===== config.mk =====
export PLATFORM = sky130hd
export DESIGN_NAME = encoder_window_trigger
export DESIGN_NICKNAME = d
export VERILOG_FILES = /design/src/sv/ewt_pkg.sv /design/src/sv/encoder_window_trigger.sv /design/src/sv/ewt_debounce.sv /design/src/sv/ewt_position.sv
export SDC_FILE = /design/constraint.sdc
export NUM_CORES = 1
export LEC_CHECK = 0
export ABC_AREA = 1
export BUFFER_PORTS_ARGS = -buffer_cell sky130_fd_sc_hd__buf_2
export CORE_MARGIN = 2
export CORE_UTILIZATION = 60
export CTS_BUF_LIST = sky130_fd_sc_hd__clkbuf_4 sky130_fd_sc_hd__clkbuf_8
export DETAILED_ROUTE_END_ITERATION = 12
export PLACE_DENSITY = 0.88
export SYNTH_ARGS = -nofsm -noshare
export SYNTH_HDL_FRONTEND = slang
export SYNTH_SLANG_ARGS = --single-unit

===== constraint.sdc =====
create_clock -name clk_i -period 4.9 [get_ports clk_i]
set_clock_uncertainty 0.2 [all_clocks]
set_input_delay 0.49 -clock clk_i [delete_from_list [all_inputs] [get_ports clk_i]]
set_output_delay 0.49 -clock clk_i [all_outputs]
set_load 0.02 [all_outputs]

===== src/sv/ewt_pkg.sv =====
package ewt_pkg;

  localparam int unsigned EncoderTapsDef   = 20;
  localparam int unsigned ProximityTapsDef = 5;

  localparam int unsigned CountW  = 16;
  localparam int unsigned CfgW    = 16;
  localparam int unsigned WindowW = CountW + 3;

  localparam logic [CfgW-1:0] RunLengthRst     = 16'd500;
  localparam logic [CfgW-1:0] PulseWidthRst    = 16'd5;
  localparam logic [CfgW-1:0] SlipOffsetRst    = 16'd0;
  localparam logic [CfgW-1:0] StartPositionRst = 16'd250;

  localparam int unsigned FlagRise = 0;
  localparam int unsigned FlagFall = 1;
  localparam int unsigned FlagHigh = 2;
  localparam int unsigned FlagLow  = 3;

  typedef enum logic [1:0] {
    CFG_RUN_LENGTH     = 2'd0,
    CFG_PULSE_WIDTH    = 2'd1,
    CFG_SLIP_OFFSET    = 2'd2,
    CFG_START_POSITION = 2'd3
  } cfg_idx_e;

  typedef struct packed {
    logic encoder_bit;
    logic proximity_bit;
  } in_t;

  typedef struct packed {
    logic              trigger_level;
    logic              count_valid;
    logic [CountW-1:0] position_count;
    logic              clear_pulse;
  } out_t;

  typedef struct packed {
    logic        [CfgW-1:0] run_length;
    logic        [CfgW-1:0] pulse_width;
    logic signed [CfgW-1:0] slip_offset;
    logic        [CfgW-1:0] start_position;
  } cfg_t;

  typedef struct packed {
    logic old_level;
    logic new_level;
  } lvl_t;

endpackage


===== src/sv/encoder_window_trigger.sv =====
// encoder window trigger with debounced encoder and proximity inputs
// input channel: one transaction per sample tick carrying the raw encoder and
//   proximity pin bits (in_valid_i / in_stall_o / in_data_i)
// output channel: exactly one result transaction per input transaction, in
//   order (out_valid_o / out_stall_i / out_data_o)
// config channel: cfg_valid_i / cfg_ready_o with register index and data;
//   ready is always high, write only while no transaction is in flight
// result path: a transaction accepted into the input register is presented on
//   the output once the result register loads it, which a result stall delays
// throughput: one transaction per cycle while the output is not stalled; the
//   limit is the single pass from the input register through the history
//   shift, edge logic and window compare into the result register
// stall: a stalled result holds; the input register keeps loading while the
//   result register is stalled only if it is empty, then in_stall_o rises
// reset: histories, levels, count, flags and trigger clear, config registers
//   return to run length 500, width 5, slip 0, start 250
module encoder_window_trigger #(
  parameter int unsigned ENCODER_TAPS   = ewt_pkg::EncoderTapsDef,
  parameter int unsigned PROXIMITY_TAPS = ewt_pkg::ProximityTapsDef
) (
  input  logic                      clk_i,
  input  logic                      rst_ni,
  input  logic                      in_valid_i,
  output logic                      in_stall_o,
  input  ewt_pkg::in_t              in_data_i,
  output logic                      out_valid_o,
  input  logic                      out_stall_i,
  output ewt_pkg::out_t             out_data_o,
  input  logic                      cfg_valid_i,
  output logic                      cfg_ready_o,
  input  ewt_pkg::cfg_idx_e         cfg_index_i,
  input  logic [ewt_pkg::CfgW-1:0]  cfg_data_i
);

  ewt_pkg::cfg_t cfg_q;
  ewt_pkg::in_t  s1_q;
  logic          s1_valid_q;
  ewt_pkg::out_t out_q, res;
  logic          out_valid_q;
  logic          advance, step, s1_load;
  ewt_pkg::lvl_t enc_lvl, prox_lvl;

  // configuration registers
  assign cfg_ready_o = 1'b1;

  always_ff @(posedge clk_i or negedge rst_ni) begin
    if (!rst_ni) begin
      cfg_q.run_length     <= ewt_pkg::RunLengthRst;
      cfg_q.pulse_width    <= ewt_pkg::PulseWidthRst;
      cfg_q.slip_offset    <= ewt_pkg::SlipOffsetRst;
      cfg_q.start_position <= ewt_pkg::StartPositionRst;
    end else if (cfg_valid_i && cfg_ready_o) begin
      case (cfg_index_i)
        ewt_pkg::CFG_RUN_LENGTH:     cfg_q.run_length     <= cfg_data_i;
        ewt_pkg::CFG_PULSE_WIDTH:    cfg_q.pulse_width    <= cfg_data_i;
        ewt_pkg::CFG_SLIP_OFFSET:    cfg_q.slip_offset    <= cfg_data_i;
        ewt_pkg::CFG_START_POSITION: cfg_q.start_position <= cfg_data_i;
        default: ;
      endcase
    end
  end

  // pipeline control
  assign advance    = !(out_valid_q && out_stall_i);
  assign step       = s1_valid_q && advance;
  assign s1_load    = !s1_valid_q || advance;
  assign in_stall_o = !s1_load;

  always_ff @(posedge clk_i or negedge rst_ni) begin
    if (!rst_ni) begin
      s1_valid_q  <= 1'b0;
      out_valid_q <= 1'b0;
    end else begin
      if (s1_load) begin
        s1_valid_q <= in_valid_i;
      end
      if (advance) begin
        out_valid_q <= s1_valid_q;
      end
    end
  end

  always_ff @(posedge clk_i) begin
    if (s1_load && in_valid_i) begin
      s1_q <= in_data_i;
    end
    if (step) begin
      out_q <= res;
    end
  end

  ewt_debounce #(
    .TAPS(ENCODER_TAPS)
  ) u_enc_deb (
    .clk_i   (clk_i),
    .rst_ni  (rst_ni),
    .step_i  (step),
    .sample_i(s1_q.encoder_bit),
    .lvl_o   (enc_lvl)
  );

  ewt_debounce #(
    .TAPS(PROXIMITY_TAPS)
  ) u_prox_deb (
    .clk_i   (clk_i),
    .rst_ni  (rst_ni),
    .step_i  (step),
    .sample_i(s1_q.proximity_bit),
    .lvl_o   (prox_lvl)
  );

  ewt_position u_position (
    .clk_i (clk_i),
    .rst_ni(rst_ni),
    .step_i(step),
    .enc_i (enc_lvl),
    .prox_i(prox_lvl),
    .cfg_i (cfg_q),
    .res_o (res)
  );

  assign out_valid_o = out_valid_q;
  assign out_data_o  = out_q;

`ifndef SYNTHESIS
  a_count_zero_idle: assert property (@(posedge clk_i) disable iff (!rst_ni)
    out_valid_q && !out_q.count_valid |-> out_q.position_count == '0)
    else $error("position count nonzero without count valid");

  a_no_stall_empty: assert property (@(posedge clk_i) disable iff (!rst_ni)
    !s1_valid_q |-> !in_stall_o)
    else $error("input stalled while input register empty");

  a_step_lands: assert property (@(posedge clk_i) disable iff (!rst_ni)
    step |=> out_valid_q)
    else $error("processed transaction lost before result register");
`endif

endmodule


===== src/sv/ewt_debounce.sv =====
module ewt_debounce #(
  parameter int unsigned TAPS = ewt_pkg::EncoderTapsDef
) (
  input  logic          clk_i,
  input  logic          rst_ni,
  input  logic          step_i,
  input  logic          sample_i,
  output ewt_pkg::lvl_t lvl_o
);

  logic [TAPS-1:0] hist_q, hist_d;
  logic            level_q;

  generate
    if (TAPS == 1) begin : g_single
      assign hist_d = sample_i;
    end else begin : g_shift
      assign hist_d = {hist_q[TAPS-2:0], sample_i};
    end
  endgenerate

  always_ff @(posedge clk_i or negedge rst_ni) begin
    if (!rst_ni) begin
      hist_q  <= '0;
      level_q <= 1'b0;
    end else if (step_i) begin
      hist_q  <= hist_d;
      level_q <= &hist_d;
    end
  end

  assign lvl_o.old_level = level_q;
  assign lvl_o.new_level = &hist_d;

endmodule


===== src/sv/ewt_position.sv =====
module ewt_position (
  input  logic           clk_i,
  input  logic           rst_ni,
  input  logic           step_i,
  input  ewt_pkg::lvl_t  enc_i,
  input  ewt_pkg::lvl_t  prox_i,
  input  ewt_pkg::cfg_t  cfg_i,
  output ewt_pkg::out_t  res_o
);

  logic [ewt_pkg::CountW-1:0]         count_q, count_d, count_inc;
  logic [3:0]                         flags_q, flags_d, flags_set;
  logic                               trig_q, trig_d;
  logic                               edge_hit, clear_hit, in_window;
  logic signed [ewt_pkg::WindowW-1:0] lo, hi, cnt_s;

  // window bounds kept exact, no wrap
  always_comb begin
    lo = $signed({3'b000, cfg_i.start_position})
       + $signed({{3{cfg_i.slip_offset[ewt_pkg::CfgW-1]}}, cfg_i.slip_offset});
    hi = lo + $signed({3'b000, cfg_i.pulse_width});
    cnt_s = $signed({3'b000, count_inc});
    in_window = (cnt_s >= lo) && (cnt_s < hi);
  end

  always_comb begin
    flags_set = '0;
    flags_set[ewt_pkg::FlagRise] = !prox_i.old_level &&  prox_i.new_level;
    flags_set[ewt_pkg::FlagFall] =  prox_i.old_level && !prox_i.new_level;
    flags_set[ewt_pkg::FlagHigh] =  prox_i.old_level &&  prox_i.new_level;
    flags_set[ewt_pkg::FlagLow]  = !prox_i.old_level && !prox_i.new_level;

    edge_hit  = !enc_i.old_level && enc_i.new_level;
    count_inc = count_q + 1'b1;
    count_d   = edge_hit ? count_inc : count_q;
    trig_d    = edge_hit ? in_window : trig_q;
    flags_d   = flags_q | flags_set;

    clear_hit = (flags_d[ewt_pkg::FlagRise] && flags_d[ewt_pkg::FlagFall] &&
                 flags_d[ewt_pkg::FlagHigh] && !flags_d[ewt_pkg::FlagLow]) ||
                (count_d == cfg_i.run_length);

    res_o.trigger_level  = trig_d;
    res_o.count_valid    = edge_hit;
    res_o.position_count = edge_hit ? count_inc : '0;
    res_o.clear_pulse    = clear_hit;
  end

  always_ff @(posedge clk_i or negedge rst_ni) begin
    if (!rst_ni) begin
      count_q <= '0;
      flags_q <= '0;
      trig_q  <= 1'b0;
    end else if (step_i) begin
      count_q <= clear_hit ? '0 : count_d;
      flags_q <= clear_hit ? '0 : flags_d;
      trig_q  <= trig_d;
    end
  end

endmodule


; ---- Word-level counts from Yosys, hierarchy flattened
; Index checks and enable logic that the tools add are counted.
[totals]
ff_bits = 133
input_bits = 25
output_inout_bits = 22
wordCells = 61
[classes]
n_addsub = 3
n_lt_le_gt_ge = 2
eq_ne = 4
n_mux = 4
n_bitwise = 1
reduce_logical = 28
[ops]
columns = operator, n
row1 = two-way mux 16 bit, 2
row2 = AND reduction 20 bit, 1
row3 = adder 19 x 17 -> 19 bit, 1
row4 = >= comparator 17 x 19 -> 1 bit, 1
row5 = < comparator 17 x 19 -> 1 bit, 1
row6 = adder 17 x 16 -> 18 bit, 1
row7 = adder 16 x 1 -> 16 bit (second input constant), 1
row8 = == test 16 bit, 1
row9 = logical AND 1 bit, 12
row10 = AND reduction 2 bit, 4
row11 = logical NOT 1 bit, 7
row12 = AND reduction 5 bit, 1
row13 = == test 2 bit (second input constant), 2
row14 = two-way mux 4 bit, 1
row15 = OR 4 bit, 1
row16 = == test 2 x 1 -> 1 bit (second input constant), 1
row17 = logical NOT 2 bit, 1
row18 = logical OR 1 bit, 2
row19 = two-way mux 1 bit, 1

; ---- Longest topological paths before layout
[logic_depth]
ltp_word = 9
mapped_depth = 31
ltp_nobuf = 31

; ---- Hierarchy
; A second synthesis with hierarchy kept.
[hier_totals]
hier_cells = 1178
hier_area_um2 = 8947.3
[modules_own_cells]
columns = module, n_inst, cells_per_inst, area_each_um2
row1 = ewt_position, 1, 740, 4551.9
row2 = encoder_window_trigger, 1, 321, 3362.0
row3 = ewt_debounce (u_enc_deb), 1, 91, 812.0
row4 = ewt_debounce (u_prox_deb), 1, 26, 221.5

; ---- Worst setup path before layout
; Ideal clock, no wire load.
[synth_timing]
path_kind = flip-flop to flip-flop
startpoint = reg cfg_q[1] (netlist name)
endpoint = reg u_position.trig_q
t_arrival_ns = 3.890
required_ns = 4.634
setup_slack_ns = 0.744
path_stages_with_launch = 31
cell_sequence = dfstp_2 -> inv_1 -> fa_1 -> nand3b_1 -> nand2_1 -> a31o_2 -> xor2_1 -> inv_1 -> ha_1 -> nand2_1 -> nor2_1 -> nand2_1 -> nand2_1 -> nand3_1 -> nand2_1 -> nand2_1 -> nand3_1 -> a21boi_0 -> xnor2_1 -> ha_1 -> nand2_1 -> nor2_1 -> a211oi_1 -> nand2_1 -> nand2_1 -> nand2_1 -> nand2_1 -> nand4_1 -> nand2_1 -> nand2_1 -> nand2_1
[synth_between]
elab_chain_cells = 5
elab_cells_between_ends = 6
cone_classes = 2 x add/sub / 2 x order compare / 1 x mux / 1 x reduce/logical
[synth_rtl]
columns = item, line_no
row1 = "start, declared", encoder_window_trigger.sv:35  ; ewt_pkg::cfg_t cfg_q;
row2 = adder 17 x 16 -> 18 bit (*), ewt_position.sv:20  ; + $signed({{3{cfg_i.slip_offset[ewt_pkg::CfgW-1]}}, cfg_i.slip_offset});
row3 = adder 19 x 17 -> 19 bit, ewt_position.sv:21  ; hi = lo + $signed({3'b000, cfg_i.pulse_width});
row4 = < comparator 17 x 19 -> 1 bit, ewt_position.sv:23  ; in_window = (cnt_s >= lo) && (cnt_s < hi);
row5 = logical AND 1 bit (*), ewt_position.sv:23
row6 = two-way mux 1 bit (*), ewt_position.sv:36  ; trig_d = edge_hit ? in_window : trig_q;
row7 = net u_position.trig_d, ewt_position.sv:13  ; logic trig_q, trig_d;
row8 = "end signal, assigned", ewt_position.sv:57  ; trig_q <= trig_d;
row9 = "end, declared", ewt_position.sv:13
; Mark *: on every way through the listed nets, which the timed path passes. The rest lies on a longest branch.
; A chain may end at the register's enable or synchronous reset.

; ---- Worst setup path in the final report
; Ends and elaborated chain as after synthesis.

==> impl_metrics.py <==
metrics = {
    "run_status": {
        "status": "finished clean",
    },
    "timing": {
        "fin_ws_ps": 349,
        "fin_setup_tns_ps": 0,
        "max_freq_mhz": 220,
        "rsz0062_at_grt": "false",
        "tightest_slew_ps": 1220,
        "setup_viol": 0,
        "slew_headroom_pct": 18.5,
        "post-route-period-util_pct": 92.9,
        "finalHoldViolations": 0,
        "report.final.slew_viol_count": 0,
        "layout_min_cycle_time_ps": 4550,
    },
    "cells_and_area": {
        "fin_nets": 1270,
        "drive_gt1_share_pct": 12.7,
        "diodes": 0,
        "synthToLayoutAreaGrowth_pct": 8.96,
        "seq_area_mm2": 0.00345,
        "multi_input_area_mm2": 0.00448,
        "nFillCells": 1155,
    },
    "clock_tree": {
        "cts_buffers": 17,
        "clkTransAtPathRegs_ps": 80,
        "cts_root_buf": "clkbuf_8",
        "cts.path.max_buffers": 2,
        "cts_tree": "built",
        "cts_post_setup_buffers_inserted": 0,
        "clock-sinks": 133,
        "htreeDepth": 4,
        "worstSkewPairLatency_ps": 480,
    },
    "floorplanning": {
        "dieArea_mm2": 0.0154,
        "rows": 43,
        "io_pins": 47,
        "die_w_um": 124,
        "die_h_um": 124,
        "initial_core_util_pct": 61.7,
        "coreArea_mm2": 0.0140,
    },
    "global_routing": {
        "first_global_vias": 6694,
        "grt_pass1_wl_mm": 31.7,
        "antenna_found_initial": 0,
        "track_usage_pct": 26.8,
        "grt_max_degree": 71,
        "grt_overflow": 0,
    },
    "power": {
        "clockPowerShare_pct": 24.1,
        "intPower_uw": 2400,
        "peakVddDrop_v": 0.000244,
        "power.leakage_uw": 0.00515,
        "sw_frac_of_total_pct": 39.8,
        "p_comb_share_pct": 39.1,
        "seqPwrFrac_pct": 36.8,
        "power.total_uw": 3980,
        "powerDensity_mw_per_mm2": 423,
        "switchingPower_uw": 1580,
    },
    "critical_path": {
        "critPathBufInv": 2,
        "cpPeakStageDelay_ps": 560,
        "cp_top_family": "simple AND/OR/NAND/NOR gates",
        "crit_arrival_ps": 4760,
        "critPathSlowestCell": "dfstp_2",
        "r2r-end": "u_position.trig_q$_DFFE_PN0P_",
        "cp_common_cell": "nand2_1",
        "r2r_slack_ps": 350,
        "critPathCaptureType": "register",
        "regToRegStartpoint": "cfg_q[1]$_DFFE_PN1P_",
        "crit_type": "register to register",
        "start_kind": "register",
        "cp_max_fo": 4,
        "cp.required_ps": 5110,
        "r2r_cells": 30,
        "cp-startpoint": "cfg_q[1]$_DFFE_PN1P_",
    },
    "synthesis": {
        "synth_cells": 1134,
        "synth_edf_count": 21,
        "ys_types": 41,
        "syn_nets": 1228,
        "yosys_warnings": 0,
        "async_flop_share_pct": 84.2,
        "ys_ff_latch": 133,
        "synthFlopType": "dfrtp_1",
        "syn_area_mm2": 0.00863,
        "syn_area_per_cell_um2": 7.61,
        "ys_seq_area_share_pct": 40.0,
    },
    "hold_path": {
        "hp-start": "in_valid_i",
        "hold_depth": 3,
        "hp-class": "input port to register",
        "hold_path_end": "s1_valid_q$_DFFE_PN0N_",
    },
    "placed_design": {
        "routabilityCongestion": 0.924,
        "port_buffers": 45,
        "dp_slack_ps": 318,
        "dpl.hpwl_mm": 13.9,
    },
    "drt": {
        "drtPass1Iterations": 6,
        "drc_errors": 0,
        "routed_wl_mm": 19.0,
        "via_count": 7382,
        "wl_per_cell_um": 13.9,
        "ant_nets": 0,
        "drtIter0Drc": 613,
        "vias_per_cell": 5.39,
    },
    "flow_run": {
        "drv_cap": 0,
    },
}
## cell usage in the layout, fill, tap and decap left out, drive strengths merged, types with 12 or more instances in the layout
| cell | n |
|---|---|
| a21oi | 45 |
| buf | 48 |
| clkbuf | 18 |
| dfrtp | 98 |
| dfstp | 14 |
| edfxtp | 21 |
| ha | 67 |
| inv | 158 |
| nand2 | 418 |
| nand3 | 66 |
| nand4 | 12 |
| nor2 | 57 |
| o21ai | 83 |
| xnor2 | 12 |
| xor2 | 22 |
## worst max path at each step
stage | end | slack (ps) | depth (start not counted)
after floorplan | u_position.trig_q$_DFFE_PN0P_ | 740 | 30
after global placement | u_position.trig_q$_DFFE_PN0P_ | 520 | 30
after detailed placement | u_position.trig_q$_DFFE_PN0P_ | 320 | 30
after CTS | u_position.trig_q$_DFFE_PN0P_ | 290 | 30
after global routing | u_position.trig_q$_DFFE_PN0P_ | 30 | 30
final | u_position.trig_q$_DFFE_PN0P_ | 350 | 30
## sequential cells by signal (all words and copies together) (netlist names)
register / count
cfg_q: 64
out_data_o: 19
out_valid_o: 1
s1_q: 2
s1_valid_q: 1
u_enc_deb.hist_q: 19
u_enc_deb.level_q: 1
u_position.count_q: 16
u_position.flags_q: 4
u_position.trig_q: 1
u_prox_deb.hist_q: 4
u_prox_deb.level_q: 1
## cell usage after synthesis, types with 2 or more instances
| cell | instances | area, um^2 |
|---|---|---|
| a211oi_1 | 2 | 15.0 |
| a21boi_0 | 2 | 15.0 |
| a21oi_1 | 45 | 225 |
| a31o_2 | 3 | 26.3 |
| and2_1 | 2 | 12.5 |
| and3_1 | 2 | 12.5 |
| buf_2 | 2 | 10.0 |
| buf_6 | 4 | 45.0 |
| clkbuf_1 | 20 | 75.1 |
| dfrtp_1 | 98 | 2450 |
| dfstp_2 | 14 | 368 |
| edfxtp_1 | 21 | 631 |
| fa_1 | 2 | 40.0 |
| ha_1 | 67 | 838 |
| inv_1 | 147 | 552 |
| inv_2 | 3 | 11.3 |
| nand2_1 | 401 | 1510 |
| nand2_2 | 17 | 106 |
| nand3_1 | 45 | 225 |
| nand3_2 | 21 | 210 |
| nand3b_1 | 7 | 52.6 |
| nand4_1 | 12 | 75.1 |
| nor2_1 | 51 | 191 |
| nor2_2 | 5 | 31.3 |
| nor3_1 | 5 | 25.0 |
| o21ai_0 | 83 | 415 |
| o21bai_1 | 7 | 52.6 |
| or2_2 | 2 | 12.5 |
| xnor2_1 | 12 | 105 |
| xor2_1 | 20 | 175 |
| xor2_2 | 2 | 32.5 |
## power groups by stage
| stage | Combinational (uW) | Clock [uW] | Sequential, uW |
|---|---|---|---|
| floorplan | 1190 | 0 | 1460 |
| global placement | 1480 | 0 | 1470 |
| detailed placement | 1530 | 0 | 1480 |
| CTS | 1540 | 965 | 1460 |
| global route | 1790 | 1020 | 1490 |
| finish | 1560 | 957 | 1470 |
## metrics by stage
| stage | utilization [%] | hold WS [ps] | area [um^2] | instances |
|---|---|---|---|---|
| after floorplan | - | -5.59 | 8630 | 1134 |
| after global placement | 64.1 | 256 | 8960 | 1334 |
| after global routing | 67.2 | 41.0 | 9400 | 1369 |
| final | 67.2 | 37.7 | 9400 | 1369 |
| after CTS | 67.2 | 13.7 | 9400 | 1369 |
| after detailed placement | 64.1 | 270 | 8960 | 1334 |
## repair_timing
action	in CTS	in global routing
gates resized for setup	0	2
hold buffers	3	0
endpoints found under the hold margin	69	0
endpoints found under the setup margin	0	2
## logic make-up after synthesis
| logic type | after synthesis | synth area share, % |
|---|---|---|
| other cells | 1 | 0.0435 |
| compound gates | 145 | 8.93 |
| flops | 133 | 40.0 |
| buf+inv | 179 | 8.21 |
| fa+ha+maj | 69 | 10.2 |
| xor+xnor | 34 | 3.63 |
| simple gates | 573 | 29.0 |
## tightest hold or removal path, cell delays in order
cell	delay [ps]
buf_2	80
nand2_1	60
nand2_1	50
## layer usage
layer | global-route usage, % | wire length [um]
met1 | 36.3 | 8670
met2 | 43.1 | 9040
met3 | 5.36 | 975
met4 | 9.13 | 342
met5 | 0 | 0
## area by class of cell
class	count	share of cell area, %
clock buffer	18	2.57
clock inverter	14	1.70
inverter	151	6.03
multi-input combinational	822	47.6
sequential	133	36.7
tap	180	2.40
timing repair buffer	51	2.98
Note: power is estimated with default switching activity, not from simulation.
